[src/rtl/core/spq_pick.sv]
`timescale 1ns / 1ps
module spq_pick #(
  parameter int LEVELS = 16,
  localparam int LVL_W = $clog2(LEVELS)
) (
  input  logic             clk,
  input  logic             rst,
  input  logic             upd_en,
  input  logic [LVL_W-1:0] upd_lvl,
  input  logic             upd_nonempty,
  output logic             found,
  output logic [LVL_W-1:0] first_lvl
);

  logic [LEVELS-1:0] nonempty;

  always_ff @(posedge clk) begin
    if (rst) begin
      nonempty <= '0;
    end else if (upd_en) begin
      nonempty[upd_lvl] <= upd_nonempty;
    end
  end

  // Lowest-numbered non-empty level wins
  always_comb begin
    found     = 1'b0;
    first_lvl = '0;
    for (int i = LEVELS - 1; i >= 0; i--) begin
      if (nonempty[i]) begin
        found     = 1'b1;
        first_lvl = LVL_W'(i);
      end
    end
  end

endmodule
[config.mk]
export PLATFORM = sky130hd
export DESIGN_NAME = spq_pick
export DESIGN_NICKNAME = d
export VERILOG_FILES = /design/src/rtl/core/spq_pick.sv
export SDC_FILE = /design/constraint.sdc
export NUM_CORES = 1
export LEC_CHECK = 0
export BUFFER_PORTS_ARGS = -buffer_cell sky130_fd_sc_hd__buf_2
export CORE_MARGIN = 1
export CORE_UTILIZATION = 43
export DETAILED_ROUTE_END_ITERATION = 10
export GPL_TIMING_DRIVEN = 0
export MAX_ROUTING_LAYER = met4
export PLACE_DENSITY = 0.66
export SLEW_MARGIN = 30
export SYNTH_ARGS = -nofsm -noshare
export SYNTH_HDL_FRONTEND = slang
export SYNTH_SLANG_ARGS = --single-unit
[constraint.sdc]
create_clock -name clk -period 0.9 [get_ports clk]
set_input_delay 0.045 -clock clk [delete_from_list [all_inputs] [get_ports clk]]
set_output_delay 0.045 -clock clk [all_outputs]
set_load 0.005 [all_outputs]
Yosys cells after proc, flatten, opt, wreduce, memory -nomap -nowiden:

Cells that the tools add are included.

* output and inout bits: 5
* register bits after elaboration: 16
* logic and storage cells: 39
* input port bits: 8

* reductions and logical operators: 1
* muxes and demuxes: 35
* magnitude comparators: 2

Operator list (count)
* 2-to-1 mux 4 bit: 16
* 2-to-1 mux 1 bit: 17
* bitwise mux 16 bit: 1
* less-than comparator 4 x 5 -> 1 bit, second input constant: 1
* demux 1 bit (select 4 bit): 1
* >= comparator 4 x 1 -> 1 bit, second input constant: 1
* logical AND 1 bit: 1

Longest topological paths before layout:

* word-level depth: 16
* depth in mapped cells: 5
* mapped depth without buffers: 4

Least setup slack after synthesis:

OpenSTA, ideal clock, no wires.

* path type: flip-flop to output port
* start: register nonempty[7]
* end: output first_lvl[3]
* slack: -0.091 ns
* data required time: 0.855 ns
* arrival time: 0.946 ns
* cell stages (with the launch flop): 3
* buffers on the path: 0
* path through: dfxtp_1 nor4_1 nor3b_1

* word-level cells in the longest chain between the ends: 8

Ends and longest elaborated chain
* from (decl): RTL line 15 `logic [LEVELS-1:0] nonempty;`
* from (signal, indexed assignment): RTL line 21 `nonempty[upd_lvl] <= upd_nonempty;`
* 2-to-1 mux 4 bit (8 in a row): RTL line 30 `if (nonempty[i]) begin`
* to (decl): RTL line 12 `output logic [LVL_W-1:0] first_lvl`

Every way passes these cells.

Worst setup path after layout:

* start: register nonempty[6]
* end: output first_lvl[3]

* word-level cells in the longest chain between the ends: 7

Ends and longest elaborated chain (RTL line)
* 2-to-1 mux 4 bit (7 in a row): 30

Every way passes these cells.

==> results by group <==
Outcome
  – Status: finished with violations
  – Failing checks: setup timing

Yosys
  – Synth top area cells: dfxtp_1, nor2_1, a21oi_1, mux2i_1, nand2_1
  – Post-synthesis sequential element count: 16
  – Syn_nets: between 100 and 150
  – Synth top area share: 0.356
  – Avg Inst Size Synth: between 7 and 8 um^2
  – Synth cell types: 27
  – Synth Instances: between 100 and 150
  – Sequential element share of the synthesized area: 0.356
  – Synth area leader: dfxtp_1
  – Synth warn: 0
  – Cell Area, Synth: 900 um^2

Setup path
  – Worst Setup End Kind: primary output
  – CP delay by family, top: simple AND/OR/NAND/NOR gates
  – Startpoint types: flop
  – Critical-path cell list: nor4_4, nor3b_1, buf_2
  – CP arrival: 1400 ps
  – WP buf/inv: 1
  – Slowest CP cell: dfxtp_1
  – CP required: 850 ps
  – Crit path kind: reg -> out
  – Max stage delay on crit path: between 300 and 400 ps
  – Worst Path Max Fanout: 4

STA
  – Final setup violation count: 5
  – Final Worst Setup Slack: -549 ps
  – Final min period: 1450 ps
  – Final Max Tran Viols: 0
  – RSZ-0062 raised after global routing: true
  – Clock skew: 0 ps
  – Tcrit/Tclk final: 1.61
  – Rel. slew slack: 0.711
  – Slew @ Worst Pin: around 430 ps
  – Max Fclk: 690 MHz
  – Fin. Hold Viols: 0

Cells and area
  – Largest reg by FF count: nonempty
  – # diodes: 0
  – Fillers: between 150 and 200
  – Final Non-Filler Cells: 161
  – Fin nets: 144
  – Fraction of layout cells with a size suffix above 1: 0.328
  – Most common cell after layout, fill and taps aside: nor2_1
  – Final Util: 0.563
  – Area growth syn-to-layout: 22.7%
  – Max reg flops: 16
  – Post-route cell area: 0.00110 mm^2
  – Most frequent cells in the layout: nor2_1, nand2_1, a21oi_1
  – Largest regs: nonempty: 16 flops

Power
  – Psw: 348 uW
  – Clock power frac: 0.286
  – Internal: 957 uW
  – Reg power frac: 0.551
  – Static leakage: 0.430 nW
  – Pwr dens: 1180 mW/mm^2
  – Switch share: 0.267
  – Logic pwr share: 0.163
  – VDD IR max: 0.000859 V
  – Final Power: 1.30 mW

Placed design
  – IO Port Bufs: 9
  – RD Place Congestion: about 0.8
  – Placed cell count: 155
  – Post-DP HPWL: ~1500 um
  – Pre-CTS setup slack: -192 ps
  – Placed cell areas: 992 um^2

Route
  – Per-cell routed wire length: 12.7 um
  – Vias per cell: 5.43
  – Routed via count: 875
  – Routed Antenna Nets: 0
  – Drt initial violations: 11
  – Drt pass-1 iters: 4
  – DRC viols: 0
  – Detailed Route WL: approximately 2000 um

Floorplanning
  – Die area: 0.00228 mm^2
  – Die Span Y: 47.7 um
  – # rows: 16
  – Die width: 47.7 um
  – Initial Util: 0.459
  – I/O pins: 13
  – Core footprint: 0.00196 mm^2

Clock network
  – Clock buffer count from CTS: 3
  – Clock buffer depth: 2
  – Reg clk slew, reported paths: 90 ps
  – CTS tree: built
  – H-tree lvl count: 1
  – Worst skew pair latency: 280 ps
  – Sink Count: 16
  – Clock root buffer: clkbuf_4

Global routing
  – All-layer global routing usage: 0.208
  – Grt total ovfl: 0
  – Antenna violations before repair: 0
  – Vias in the first global route: 695
  – First-pass GRT wire length: 3130 um
  – Largest net degree at the start of global routing: 11

Min path
  – Hold WC Path Type: in -> reg

Run
  – Max cap viols: 0
==> cell families (layout without fill, tap and decap cells) <==
| family | after synthesis | count (layout) | share of synthesized area |
|---|---|---|---|
| simple gates | 60 | 60 | 0.353 |
| mux | 6 | 6 | 0.0668 |
| buf+inv | 8 | 23 | 0.0515 |
| compound gates | 29 | 29 | 0.172 |
| flops | 16 | 16 | 0.356 |
==> final cells by class <==
cell class	count	area, um^2	share of cell area
multi-input combinational	95	594	0.539
timing repair buffer	12	67.6	0.0612
buffer	5	35.0	0.0317
tap	27	33.8	0.0306
clock buffer	3	22.5	0.0204
sequential	16	339	0.307
inverter	3	11.3	0.0102
==> through the flow <==
step,TNS (ps),hold WS (ps)
detailed placement,-1150,374
finish,-2340,73.2
CTS,-2280,68.5
floorplan,-68.7,189
global route,-2750,109
global placement,-958,358
==> power groups by stage <==
stage | sequential, mW | combinational, mW | clock, mW
3_3_place_gp | 0.743 | 0.192 | 0
4_1_cts | 0.728 | 0.205 | 0.384
6_report | 0.719 | 0.212 | 0.373
5_1_grt | 0.721 | 0.237 | 0.417
3_5_place_dp | 0.743 | 0.198 | 0
2_1_floorplan | 0.740 | 0.131 | 0
==> worst paths after layout <==
check	from	to	slack, ps	cells past startpoint
max	nonempty[6]	first_lvl[3]	-550	3
min	upd_nonempty	nonempty[0]	70	3
max reg2reg	nonempty[8]	nonempty[8]	130	3
min reg2reg	nonempty[0]	nonempty[0]	510	2
==> cells in the mapped netlist <==
cell type	number
o311a_1	1
a31oi_1	1
nand4_1	1
nand2_1	16
nor2_1	22
nand3b_2	2
o31ai_1	1
nor3_1	3
o22ai_1	1
dfxtp_1	16
buf_6	2
nand2b_1	3
a21oi_1	14
nand3_2	1
buf_2	1
nand2b_2	2
nor4_1	2
clkbuf_1	2
mux2i_1	6
o21ai_0	3
and3_1	1
nor3b_1	1
nand3_1	2
o21ai_1	8
nor3_2	3
nor3b_4	1
inv_1	3
==> timing repair <==
item / 4_1_cts / 5_1_grt
setup endpoints to repair: 5 / 5
buffers inserted: 2 / 1
hold buffers: 0 / 0
pin swaps: 7 / 6
gates resized for setup: 9 / 12
==> routing by layer <==
| layer | up-vias | wire length, um | global-route usage |
|---|---|---|---|
| met1 | 401 | 955 | 0.288 |
| met3 | 4 | 49 | 0.0226 |
| li1 | 452 | - | - |
| met5 | - | 0 | - |
| met2 | 18 | 994 | 0.300 |
| met4 | 0 | 47 | 0.100 |
==> worst register-to-register path, stage by stage (launching register included) <==
cell and delay [ps]:
dfxtp_4 360, buf_4 140, mux2i_1 120, nor2_1 50
Power figures use the tool's default switching activity.
