--- config.mk ---
export PLATFORM = sky130hd
export DESIGN_NAME = spq_ram
export DESIGN_NICKNAME = d
export VERILOG_FILES = /design/src/rtl/core/spq_ram.sv
export SDC_FILE = /design/constraint.sdc
export NUM_CORES = 1
export LEC_CHECK = 0
export BUFFER_PORTS_ARGS = -buffer_cell sky130_fd_sc_hd__buf_2
export CORE_MARGIN = 3
export CORE_UTILIZATION = 40
export DETAILED_ROUTE_END_ITERATION = 12
export HOLD_SLACK_MARGIN = 0.15
export PLACE_DENSITY = 0.59
export SKIP_CTS_REPAIR_TIMING = 1
export SLEW_MARGIN = 15
export SYNTH_ARGS = -nofsm -noshare
export SYNTH_HDL_FRONTEND = slang
export SYNTH_SLANG_ARGS = --single-unit
--- constraint.sdc ---
create_clock -name clk -period 5.6 [get_ports clk]
set_input_delay 1.12 -clock clk [delete_from_list [all_inputs] [get_ports clk]]
set_output_delay 1.12 -clock clk [all_outputs]
set_load 0.01 [all_outputs]
--- src/rtl/core/spq_ram.sv ---
`timescale 1ns / 1ps
module spq_ram #(
  parameter int WIDTH = 8,
  parameter int DEPTH = 16,
  localparam int AW = (DEPTH > 1) ? $clog2(DEPTH) : 1
) (
  input  logic             clk,
  input  logic             we,
  input  logic [AW-1:0]    waddr,
  input  logic [WIDTH-1:0] wdata,
  input  logic             re,
  input  logic [AW-1:0]    raddr,
  output logic [WIDTH-1:0] rdata
);

  logic [WIDTH-1:0] mem [DEPTH];

  always_ff @(posedge clk) begin
    if (we) begin
      mem[waddr] <= wdata;
    end
    if (re) begin
      rdata <= mem[raddr];
    end
  end

endmodule

* Word-level counts from Yosys, hierarchy flattened
Memories as Yosys holds them, arrays and structs flattened. A register that Yosys moved wholly into a read port is not among the register bits.
Cells that the tools add are included.
** Word-level totals
- Bits in registers :: 0
- RAM bits :: 128
- Bits of input ports :: 19
- Output and inout bits :: 8
- Logic and storage cells :: 3
- Memories kept :: 1
** Memory list
- mem :: words 16, bits a word 8, read ports 1, clocked after memory_dff 1, wr ports 1, RTL line 16 : logic [WIDTH-1:0] mem [DEPTH];
** Cells by class
- Muxes and demuxes :: 2
** Operators by type and width (number)
- 1-bit 2-to-1 mux :: 2

* Depth between registers and ports, before layout
Gate-level depths: netlist of run 1.
- Word-level depth :: 2
- Mapped depth :: 5
- Mapped depth without buffers :: 3

* Least setup slack after synthesis of run 1
No wires, ideal clock.
- Kind :: input port to flip-flop
- From :: input waddr[2]
- To :: memory mem[0][0], enable pin
- Setup time :: 383 ps
- Data arrival time :: 2230 ps
- Data required time :: 5217 ps
- Slack :: 2987 ps
- Cell stages on the path :: 2
- Path buffers :: 0
- Path through :: or3b_2 nor3_1
** RTL lines
- start: declaration :: RTL line 9 : input logic [AW-1:0] waddr,
- end: declaration :: RTL line 16
Straight into the memory's write port.

==> results of run 1 <==
-- cell type report --
class / count / area [sq um]
timing repair buffer: 29 / 155
clock buffer: 20 / 437
clock inverter: 8 / 60.1
tap: 172 / 215
multi-input combinational: 83 / 1060
fill: 1062 / 6710
sequential: 136 / 4080
-- cell families after synthesis --
| logic type | Yosys count | synth area share, % |
|---|---|---|
| AO/OA/AOI/OAI | 16 | 2.30 |
| AND/OR/NAND/NOR | 35 | 3.14 |
| flip-flops | 136 | 78.1 |
| buffers and inverters | 10 | 1.65 |
| multiplexers | 32 | 14.8 |
-- registers in the layout, summed over array words and instances, names as in the netlist --
signal  cells
mem       128
rdata       8
-- worst min-delay path by stage --
stage               endpoint  slack (ps)  depth (start not counted)
floorplan           rdata[0]         700                          3
global placement    rdata[3]         730                          3
detailed placement  rdata[2]         750                          3
CTS                 rdata[2]         760                          3
global route        rdata[2]         790                          3
finish              rdata[2]         760                          3
-- worst max-delay path, delay by kind of cell --
kind            cells  cell delay (ps)
compound gates      1              260
mux                 1              690
buf+inv             1              490
simple gates        1               90
-- metal layers --
layer	up-vias	GRT usage (%)	part of all wire [%]	wire length, microns
li1	1055	-	-	-
met1	1234	21.3	43	4390
met2	79	23.3	49	4950
met3	10	4.21	6.3	642
met4	0	6.80	1.3	131
met5	-	0	0	0
-- metrics by stage --
step | hold slack, ps | cell area [sq um] | setup slack (ps) | instances | total power, uW
after floorplan | 705 | 5230 | 2990 | 229 | 1230
after global placement | 730 | 5510 | 2270 | 420 | 1270
after detailed placement | 746 | 5510 | 2230 | 420 | 1280
after CTS | 759 | 6010 | 2680 | 448 | 2230
after global routing | 787 | 6010 | 2960 | 448 | 2280
final | 758 | 6010 | 3080 | 448 | 2210
-- cells in the final DEF (no fill, tap or decap) --
cell and n:
and2b_1 1, clkinv_1 4, nor3_2 1, edfxtp_1 136, buf_2 25, clkbuf_16 17
nor2_1 13, and2_1 1, clkinv_2 3, clkbuf_1 3, a22oi_1 16, buf_4 4
nor3_1 3, bufinv_16 1, mux4_2 18, nand3_1 1, or3b_2 1, nor2b_1 1
nand2b_1 2, nand3b_1 2, mux4_1 14, nand2_1 9
-- where the power goes --
group	leakage, uW	switching [uW]	internal, uW
Sequential	0.00124	5.82	1150
Combinational	0.000491	60.9	40.1
Clock	0.000245	363	589
Total	0.00197	429	1780
==> key figures, run 1 <==
Timing
  – Final setup vio count: 0
  – Slew @ Worst Pin: 996 ps
  – Final Max Tran Viols: 0
  – Clock period minus worst slack: 2520 ps
  – Relative slew margins: 33.4%
  – Setup TNS: 0 ps
  – RSZ-0062 raised after global routing: no
  – Period utilization: 45.0%
  – Fmax: 396 MHz
  – Clock Skew: 5.35 ps
  – Final Hold Viols: 0

Critical path
  – Setup CP Type: in2reg
  – Worst r2r path cells: 3
  – Worst Setup EP: rdata[1]
  – Critical-path cell list: buf_4, mux4_1, a22oi_1, nand2_1
  – Reg2Reg Setup Slack: 4090 ps
  – Critical path arrival: 2670 ps
  – Critical path peak fanout: 32
  – Reg2reg start: mem[6][1]
  – Worst R2R End: rdata[1]
  – CP Capture Type: flip-flop
  – CP Launch Point: raddr[0]
  – CP required: 5750 ps
  – Startpoint types: input pin
  – Slowest stage cell, crit path: mux4_1
  – Largest stage delay, worst path: 690 ps

Floorplan
  – FP Rows: 41
  – Die W: 120 microns
  – Height of the chip: 120 microns
  – I/O Pins: 27
  – Die Footprint: 0.0145 sq mm
  – Initial Util: 41.1%
  – Core Area: 0.0127 sq mm

Synth
  – Top post-synthesis cells by area: edfxtp_1 (78%), mux4_2 (7.8%), mux4_1 (7.0%)
  – Cell taking the most area after synthesis: edfxtp_1
  – Post-synth top area share: 78.1%
  – Register area share after synthesis: 78.1%
  – Syn Std Cell Area: 0.00523 sq mm
  – Yosys reg bits: 136
  – Main synth FF type: edfxtp_1
  – Syn_area_per_cell: 22.8 sq um
  – Net Count, Synth: 248
  – Ys Warns: 0
  – EDFF count, synth: 136
  – Synth cell count leaders: edfxtp_1 (136), mux4_2 (18), a22oi_1 (16)
  – Distinct cell type count of the synthesized netlist: 18
  – Asr flop ratio synth: 0%
  – Cell with the most instances after synthesis: edfxtp_1
  – Cell count after synthesis: 229

Cells and area
  – Antenna diodes: 0
  – Fin util: 47.3%
  – Area delta synth->final: 15.0%
  – Final #Nets: 286
  – Share of cells above drive strength 1: 25.4%

Route
  – Number of remaining DRC errors: 0
  – DRT antenna net count: 0
  – DRT Wirelength: 10100 microns
  – Vias per inst: 5.31
  – Number of detailed-route iterations in the first pass: 5
  – DRT iter0 DRCs: 280
  – Wire per inst: 22.6 microns
  – Vias: 2378

Global routing
  – Initial antenna violation count: 0
  – Largest net degree at the start of global routing: 33
  – Total gr overflow: 0
  – Total GRT Usage: 15.5%
  – First-pass GRT wire length: 15700 microns
  – Vias in the first global route: 2463

Clock network
  – CTS sink count: 136
  – CTS root buf: clkbuf_16
  – TritonCTS clock tree: yes
  – CTS max path bufs: 2
  – H-tree levels: 4
  – Clk_lat worst skew: 410 ps
  – Clock transition at path regs: 50 ps
  – TritonCTS Buffers: 17

Hold path
  – Hold path start: mem[11][2]
  – Hold WC Path Type: reg2reg

Job
  – Max-cap violations: 0

Place
  – Number of port buffers: 26
  – DP HPWL: 6300 microns
  – RD Place Congestion: 0.698

Power
  – Power Density: 367 mW/mm^2
  – Worst VDD drop: 0.222 mV
  – Pleak: 0.00197 uW

Outcome
  – Outcome: finished, final reports clean
No activity file was read; power rests on OpenSTA's default activity.
==> inputs of run 2 (changes only) <==
- ABC_AREA: unset -> 1
- PLACE_DENSITY: 0.59 -> 0.61
- clock period: 5.6 -> 2.2 ns (I/O delays scaled with it)
==> run 2 against run 1 <==
- routed wire length is 27% higher
- combinational power grew to 3.4 times the previous value
- largest cell class unchanged
- first-iteration DRC count is 12% lower
- sequential share of layout area is 6.6 points lower
- count of clock-buffer cells in the layout stayed put
- synthesized area is 12% higher
- worst setup slack worse by 2300 ps
- core utilization hardly changed
==> key figures, run 2 <==
Critical path
  – CP Capture Type: output port
  – CP required: 1760 ps (-3990 ps)
  – Crit path max-delay family: flip-flops
  – Worst r2r path cells: 6 (+3)
  – Reg2Reg Setup Slack: 1060 ps (-3030 ps)
  – Critical path arrival: 1000 ps (-1670 ps)
  – Critical path peak fanout: 1 (-97%)
  – Worst R2R End: rdata[7]
  – Critical-path cell list: buf_2
  – Slowest stage cell, crit path: edfxtp_1
  – Largest stage delay, worst path: 420 ps (-270 ps)
  – Setup CP Type: reg2out
  – Reg2reg start: mem[14][7]
  – Startpoint types: flip-flop
  – Buf/Inv on CP: 1 (unchanged)

Synth
  – Ys Warns: 0 (unchanged)
  – Cell count after synthesis: 551 (+140%)
  – Cell with the most instances after synthesis: nand2_1
  – Post-synth top area share: 69.8% (-8.3 points)
  – Syn_area_per_cell: 10.6 sq um (-54%)
  – EDFF count, synth: 136 (unchanged)
  – Yosys reg bits: 136 (unchanged)
  – Main synth FF type: edfxtp_1
  – Top post-synthesis cells by area: edfxtp_1 (70%), nand2_1 (11%), nand3_1 (8.3%)
  – Synth cell count leaders: nand2_1 (173), edfxtp_1 (136), inv_1 (100)
  – Net Count, Synth: 570 (+130%)
  – Register area share after synthesis: 69.8% (-8.3 points)
  – Syn Std Cell Area: 0.00585 sq mm (+12%)
  – Asr flop ratio synth: 0% (unchanged)
  – Distinct cell type count of the synthesized netlist: 11 (-7)
  – Cell taking the most area after synthesis: edfxtp_1

Place
  – DP HPWL: 8260 microns (+31%)
  – RD Place Congestion: 0.846 (+21%)
  – Worst slack, placed: 375 ps (-1860 ps)
  – Number of port buffers: 26 (unchanged)

Clock network
  – CTS sink count: 136 (unchanged)
  – Clock transition at path regs: 60 ps (about the same)
  – CTS max path bufs: 2 (unchanged)
  – H-tree levels: 4 (unchanged)
  – CTS root buf: clkbuf_16
  – TritonCTS clock tree: yes
  – Clk_lat worst skew: 420 ps (about the same)
  – TritonCTS Buffers: 17 (unchanged)

Route
  – Vias: 3784 (+59%)
  – Vias per inst: 4.88 (-8.1%)
  – DRT Wirelength: 12900 microns (+27%)
  – DRT antenna net count: 0 (unchanged)
  – Wire per inst: 16.6 microns (-26%)
  – DRT iter0 DRCs: 247 (-12%)
  – Number of detailed-route iterations in the first pass: 5 (unchanged)
  – Number of remaining DRC errors: 0 (unchanged)

Power
  – Pleak: 0.00286 uW (+45%)
  – Power Density: 858 mW/mm^2 (+130%)
  – Worst VDD drop: 0.620 mV (+180%)
  – Power, Total: 5710 uW (+160%)

Floorplan
  – I/O Pins: 27 (unchanged)
  – Core Area: 0.0141 sq mm (+11%)
  – Height of the chip: 127 microns (+5.5%)
  – Initial Util: 41.5% (+0.39 points)
  – Die Footprint: 0.0161 sq mm (+11%)
  – FP Rows: 43 (+4.9%)
  – Die W: 127 microns (+5.5%)

Timing
  – Clock Skew: 7.25 ps (+1.90 ps)
  – Setup TNS: 0 ps (unchanged)
  – Relative slew margins: 49.5% (+16 points)
  – RSZ-0062 raised after global routing: no
  – Slew @ Worst Pin: 755 ps (-240 ps)
  – Clock period minus worst slack: 1440 ps
  – Setup ws final: 760 ps (-2320 ps)
  – Period utilization: 65.5%
  – Final Hold Viols: 0 (unchanged)
  – Final Max Tran Viols: 0 (unchanged)
  – Fmax: 694 MHz
  – Final setup vio count: 0 (unchanged)

Hold path
  – Hold Path End: rdata[5]
  – Hold WC Path Type: in2reg
  – Hold Crit Depth: 1 (-2)
  – Hold path start: re

Cells and area
  – Area delta synth->final: 13.9%
  – Largest register FFs: 128 (unchanged)
  – Filler Cell Count: 1272 (+20%)
  – Top flop regs: mem x128, rdata x8
  – Commonest non-fill, non-tap cell in the layout: nand2_1
  – Fin util: 47.2% (about the same)
  – Share of cells above drive strength 1: 10.7% (-15 points)
  – Register area: 0.00408 sq mm (unchanged)
  – Area of the multi-input gates: 0.00121 sq mm (+14%)
  – Final #Nets: 606 (+110%)
  – Largest Register: mem
  – Antenna diodes: 0 (unchanged)
  – Commonest non-fill, non-tap cells in the layout: nand2_1 (173), edfxtp_1 (136), inv_1 (100)

Global routing
  – Total gr overflow: 0 (unchanged)
  – Largest net degree at the start of global routing: 57 (+73%)
  – Total GRT Usage: 17.1% (+1.7 points)
  – Initial antenna violation count: 0 (unchanged)
  – First-pass GRT wire length: 20500 microns (+31%)
  – Vias in the first global route: 3726 (+51%)

Outcome
  – Outcome: finished, final reports clean

Job
  – Max-cap violations: 0 (unchanged)
==> run 2: cell count changes in the layout (fill, tap and decap cells not counted), sizes merged, moves of 12 or more <==
cell,before,now
inv,0,102
nand3,1,97
mux4,32,0
buf,29,41
a22oi,16,0
nand2,9,173
==> run 2: final cells by class <==
type,instances,share of cell area [%]
Sequential cell,136,61.3
Multi-Input combinational cell,289,18.2
Clock buffer,20,6.56
Inverter,102,5.75
Timing Repair Buffer,41,3.83
Tap cell,180,3.38
Clock inverter,8,0.902
==> run 2: power breakdown <==
part           switching [uW]  leakage (uW)  internal [uW]
Combinational             250       0.00138           97.4
Sequential               17.9       0.00124           2920
Clock                     925      0.000245           1500
==> run 2: how the worst max path moves through the flow <==
| stage | startpoint | endpoint | slack (ps) | cells past startpoint |
|---|---|---|---|---|
| 3_3_place_gp | raddr[0] | rdata[2] | 410 | 8 |
| 4_1_cts | rdata[2] | rdata[2] | 740 | 1 |
| 5_1_grt | raddr[0] | rdata[6] | 690 | 8 |
| 3_5_place_dp | waddr[0] | mem[6][1] | 380 | 4 |
| 6_report | rdata[2] | rdata[2] | 760 | 1 |
| 2_1_floorplan | waddr[2] | mem[10][0] | 810 | 2 |
==> run 2: layer usage <==
metal  up-vias  global-route usage (%)  wire length [microns]
li1       1850                       -                      -
met5         -                       0                      0
met3        23                    3.49                    596
met1      1804                    23.5                   5950
met4         0                    8.08                    298
met2       107                    26.3                   6040
==> run 2: stage by stage <==
stage | hold slack, ps | instance area, sq um | instances
floorplan | 539 | 5850 | 551
global placement | 736 | 6160 | 748
detailed placement | 755 | 6160 | 748
CTS | 372 | 6660 | 776
global route | 379 | 6660 | 776
finish | 385 | 6660 | 776
==> run 2: logic make-up after synthesis <==
family,share of synthesized area (%)
and+or+nand+nor,20.8
DFF,69.8
buffers and inverters,9.39
==> inputs of run 3 (changes only) <==
- PLACE_DENSITY: 0.61 -> 0.59
- clock period: 2.2 -> 1.5 ns (I/O delays scaled with it)
==> run 3 against run 2 <==
- sequential share of layout area fell by 1.4 points
- clock power rose by 60%
- count of clock-buffer cells in the layout rose by 1
- routed wire length rose by 3.7%
- via count rose by 1.8%
- total power rose by 52%
- die area did not move
- critical path depth did not move
==> key figures, run 3 (synthesis gave the netlist of run 2 again) <==
Critical path
  – CP Launch Point: rdata[6]
  – Slowest stage cell, crit path: edfxtp_1
  – Largest stage delay, worst path: 390 ps (-30 ps)
  – Setup CP Type: reg2out
  – Critical path peak fanout: 1 (unchanged)
  – Critical-path cell list: buf_2
  – Buf/Inv on CP: 1 (unchanged)
  – Reg2reg start: mem[12][3]
  – Crit path max-delay family: flip-flops
  – Startpoint types: flip-flop
  – CP Capture Type: output port
  – Critical path arrival: 960 ps (-40 ps)
  – CP required: 1200 ps (-560 ps)

Global routing
  – Total gr overflow: 0 (unchanged)
  – Initial antenna violation count: 0 (unchanged)
  – Vias in the first global route: 3779 (+1.4%)
  – First-pass GRT wire length: 21200 microns (+3.2%)
  – Total GRT Usage: 17.6% (+0.43 points)
  – Largest net degree at the start of global routing: 51 (-11%)

Clock network
  – CTS sink count: 136 (unchanged)
  – TritonCTS Buffers: 17 (unchanged)
  – Clk_lat worst skew: 410 ps (about the same)
  – CTS root buf: clkbuf_16
  – Clock transition at path regs: 60 ps (about the same)
  – TritonCTS clock tree: yes
  – H-tree levels: 4 (unchanged)
  – CTS max path bufs: 2 (unchanged)

Route
  – DRT Wirelength: 13400 microns (+3.7%)
  – Number of remaining DRC errors: 0 (unchanged)
  – Vias per inst: 4.87 (about the same)
  – Vias: 3851 (+1.8%)
  – Wire per inst: 16.9 microns (+1.8%)
  – Number of detailed-route iterations in the first pass: 5 (unchanged)
  – DRT iter0 DRCs: 535 (+120%)
  – DRT antenna net count: 0 (unchanged)

Floorplan
  – Core Area: 0.0141 sq mm (unchanged)
  – Initial Util: 41.5% (unchanged)
  – FP Rows: 43 (unchanged)
  – I/O Pins: 27 (unchanged)
  – Height of the chip: 127 microns (unchanged)
  – Die Footprint: 0.0161 sq mm (unchanged)
  – Die W: 127 microns (unchanged)

Timing
  – RSZ-0062 raised after global routing: no
  – Clock period minus worst slack: 1260 ps
  – Relative slew margins: 58.4% (+8.9 points)
  – Slew @ Worst Pin: 624 ps (-132 ps)
  – Setup TNS: 0 ps (unchanged)
  – Period utilization: 83.9%
  – Clock Skew: 6.59 ps (-0.666 ps)
  – Final Hold Viols: 0 (unchanged)
  – Final setup vio count: 0 (unchanged)
  – Fmax: 795 MHz
  – Final Max Tran Viols: 0 (unchanged)
  – Setup ws final: 242 ps (-518 ps)

Cells and area
  – Commonest non-fill, non-tap cells in the layout: nand2_1 (173), edfxtp_1 (136), inv_1 (100)
  – Largest register FFs: 128 (unchanged)
  – Share of cells above drive strength 1: 12.8% (+2.0 points)
  – Area delta synth->final: 16.4%
  – Top flop regs: mem x128, rdata x8
  – Commonest non-fill, non-tap cell in the layout: nand2_1
  – Fin util: 48.3% (+1.1 points)
  – Largest Register: mem
  – Final #Nets: 616 (+1.7%)
  – Antenna diodes: 0 (unchanged)

Place
  – Number of port buffers: 26 (unchanged)
  – DP HPWL: 8380 microns (+1.5%)
  – Worst slack, placed: -99.1 ps (-475 ps)
  – RD Place Congestion: 0.789 (-6.7%)

Job
  – Max-cap violations: 0 (unchanged)

Power
  – Worst VDD drop: 0.839 mV (+35%)
  – Power Density: 1280 mW/mm^2 (+49%)
  – Pleak: 0.00294 uW (+2.7%)

Hold path
  – Hold path start: re
  – Hold WC Path Type: in2reg

Outcome
  – Outcome: finished, final reports clean
run 3: report_power, final:
part | switching [uW] | total, uW | internal (uW)
Sequential | 21.7 | 4310 | 4280
Combinational | 373 | 535 | 162
Clock | 1450 | 3860 | 2410
Total | 1850 | 8710 | 6860
run 3: per-stage QoR:
step	hold slack (ps)	power (uW)	area, sq um	std cells
6_report	253	8710	6810	790
5_1_grt	241	9010	6810	790
4_1_cts	242	8770	6810	790
3_5_place_dp	673	4920	6260	758
3_3_place_gp	663	4910	6260	758
2_1_floorplan	399	4690	5850	551
run 3: final cells by class:
cell class / count / area [sq um]
timing repair buffer: 51 / 355
fill: 1312 / 7290
sequential: 136 / 4080
inverter: 102 / 383
tap: 180 / 225
clock inverter: 11 / 106
clock buffer: 21 / 440
multi-input combinational: 289 / 1210
run 3: path summary, 6_finish.rpt:
check	end	slack, ps	cells past startpoint
worst max-delay path	rdata[6]	240	1
worst min-delay path	rdata[4]	250	1
worst max register to register	rdata[3]	340	6
worst min register to register	rdata[0]	740	6
run 3: routing by layer:
metal,part of all wire [%],vias to the layer above,GRT usage [%]
met2,47,129,27.5
met4,2.4,0,7.51
met5,0,-,0
met3,6.6,19,3.75
met1,44,1831,23.8
li1,-,1872,-
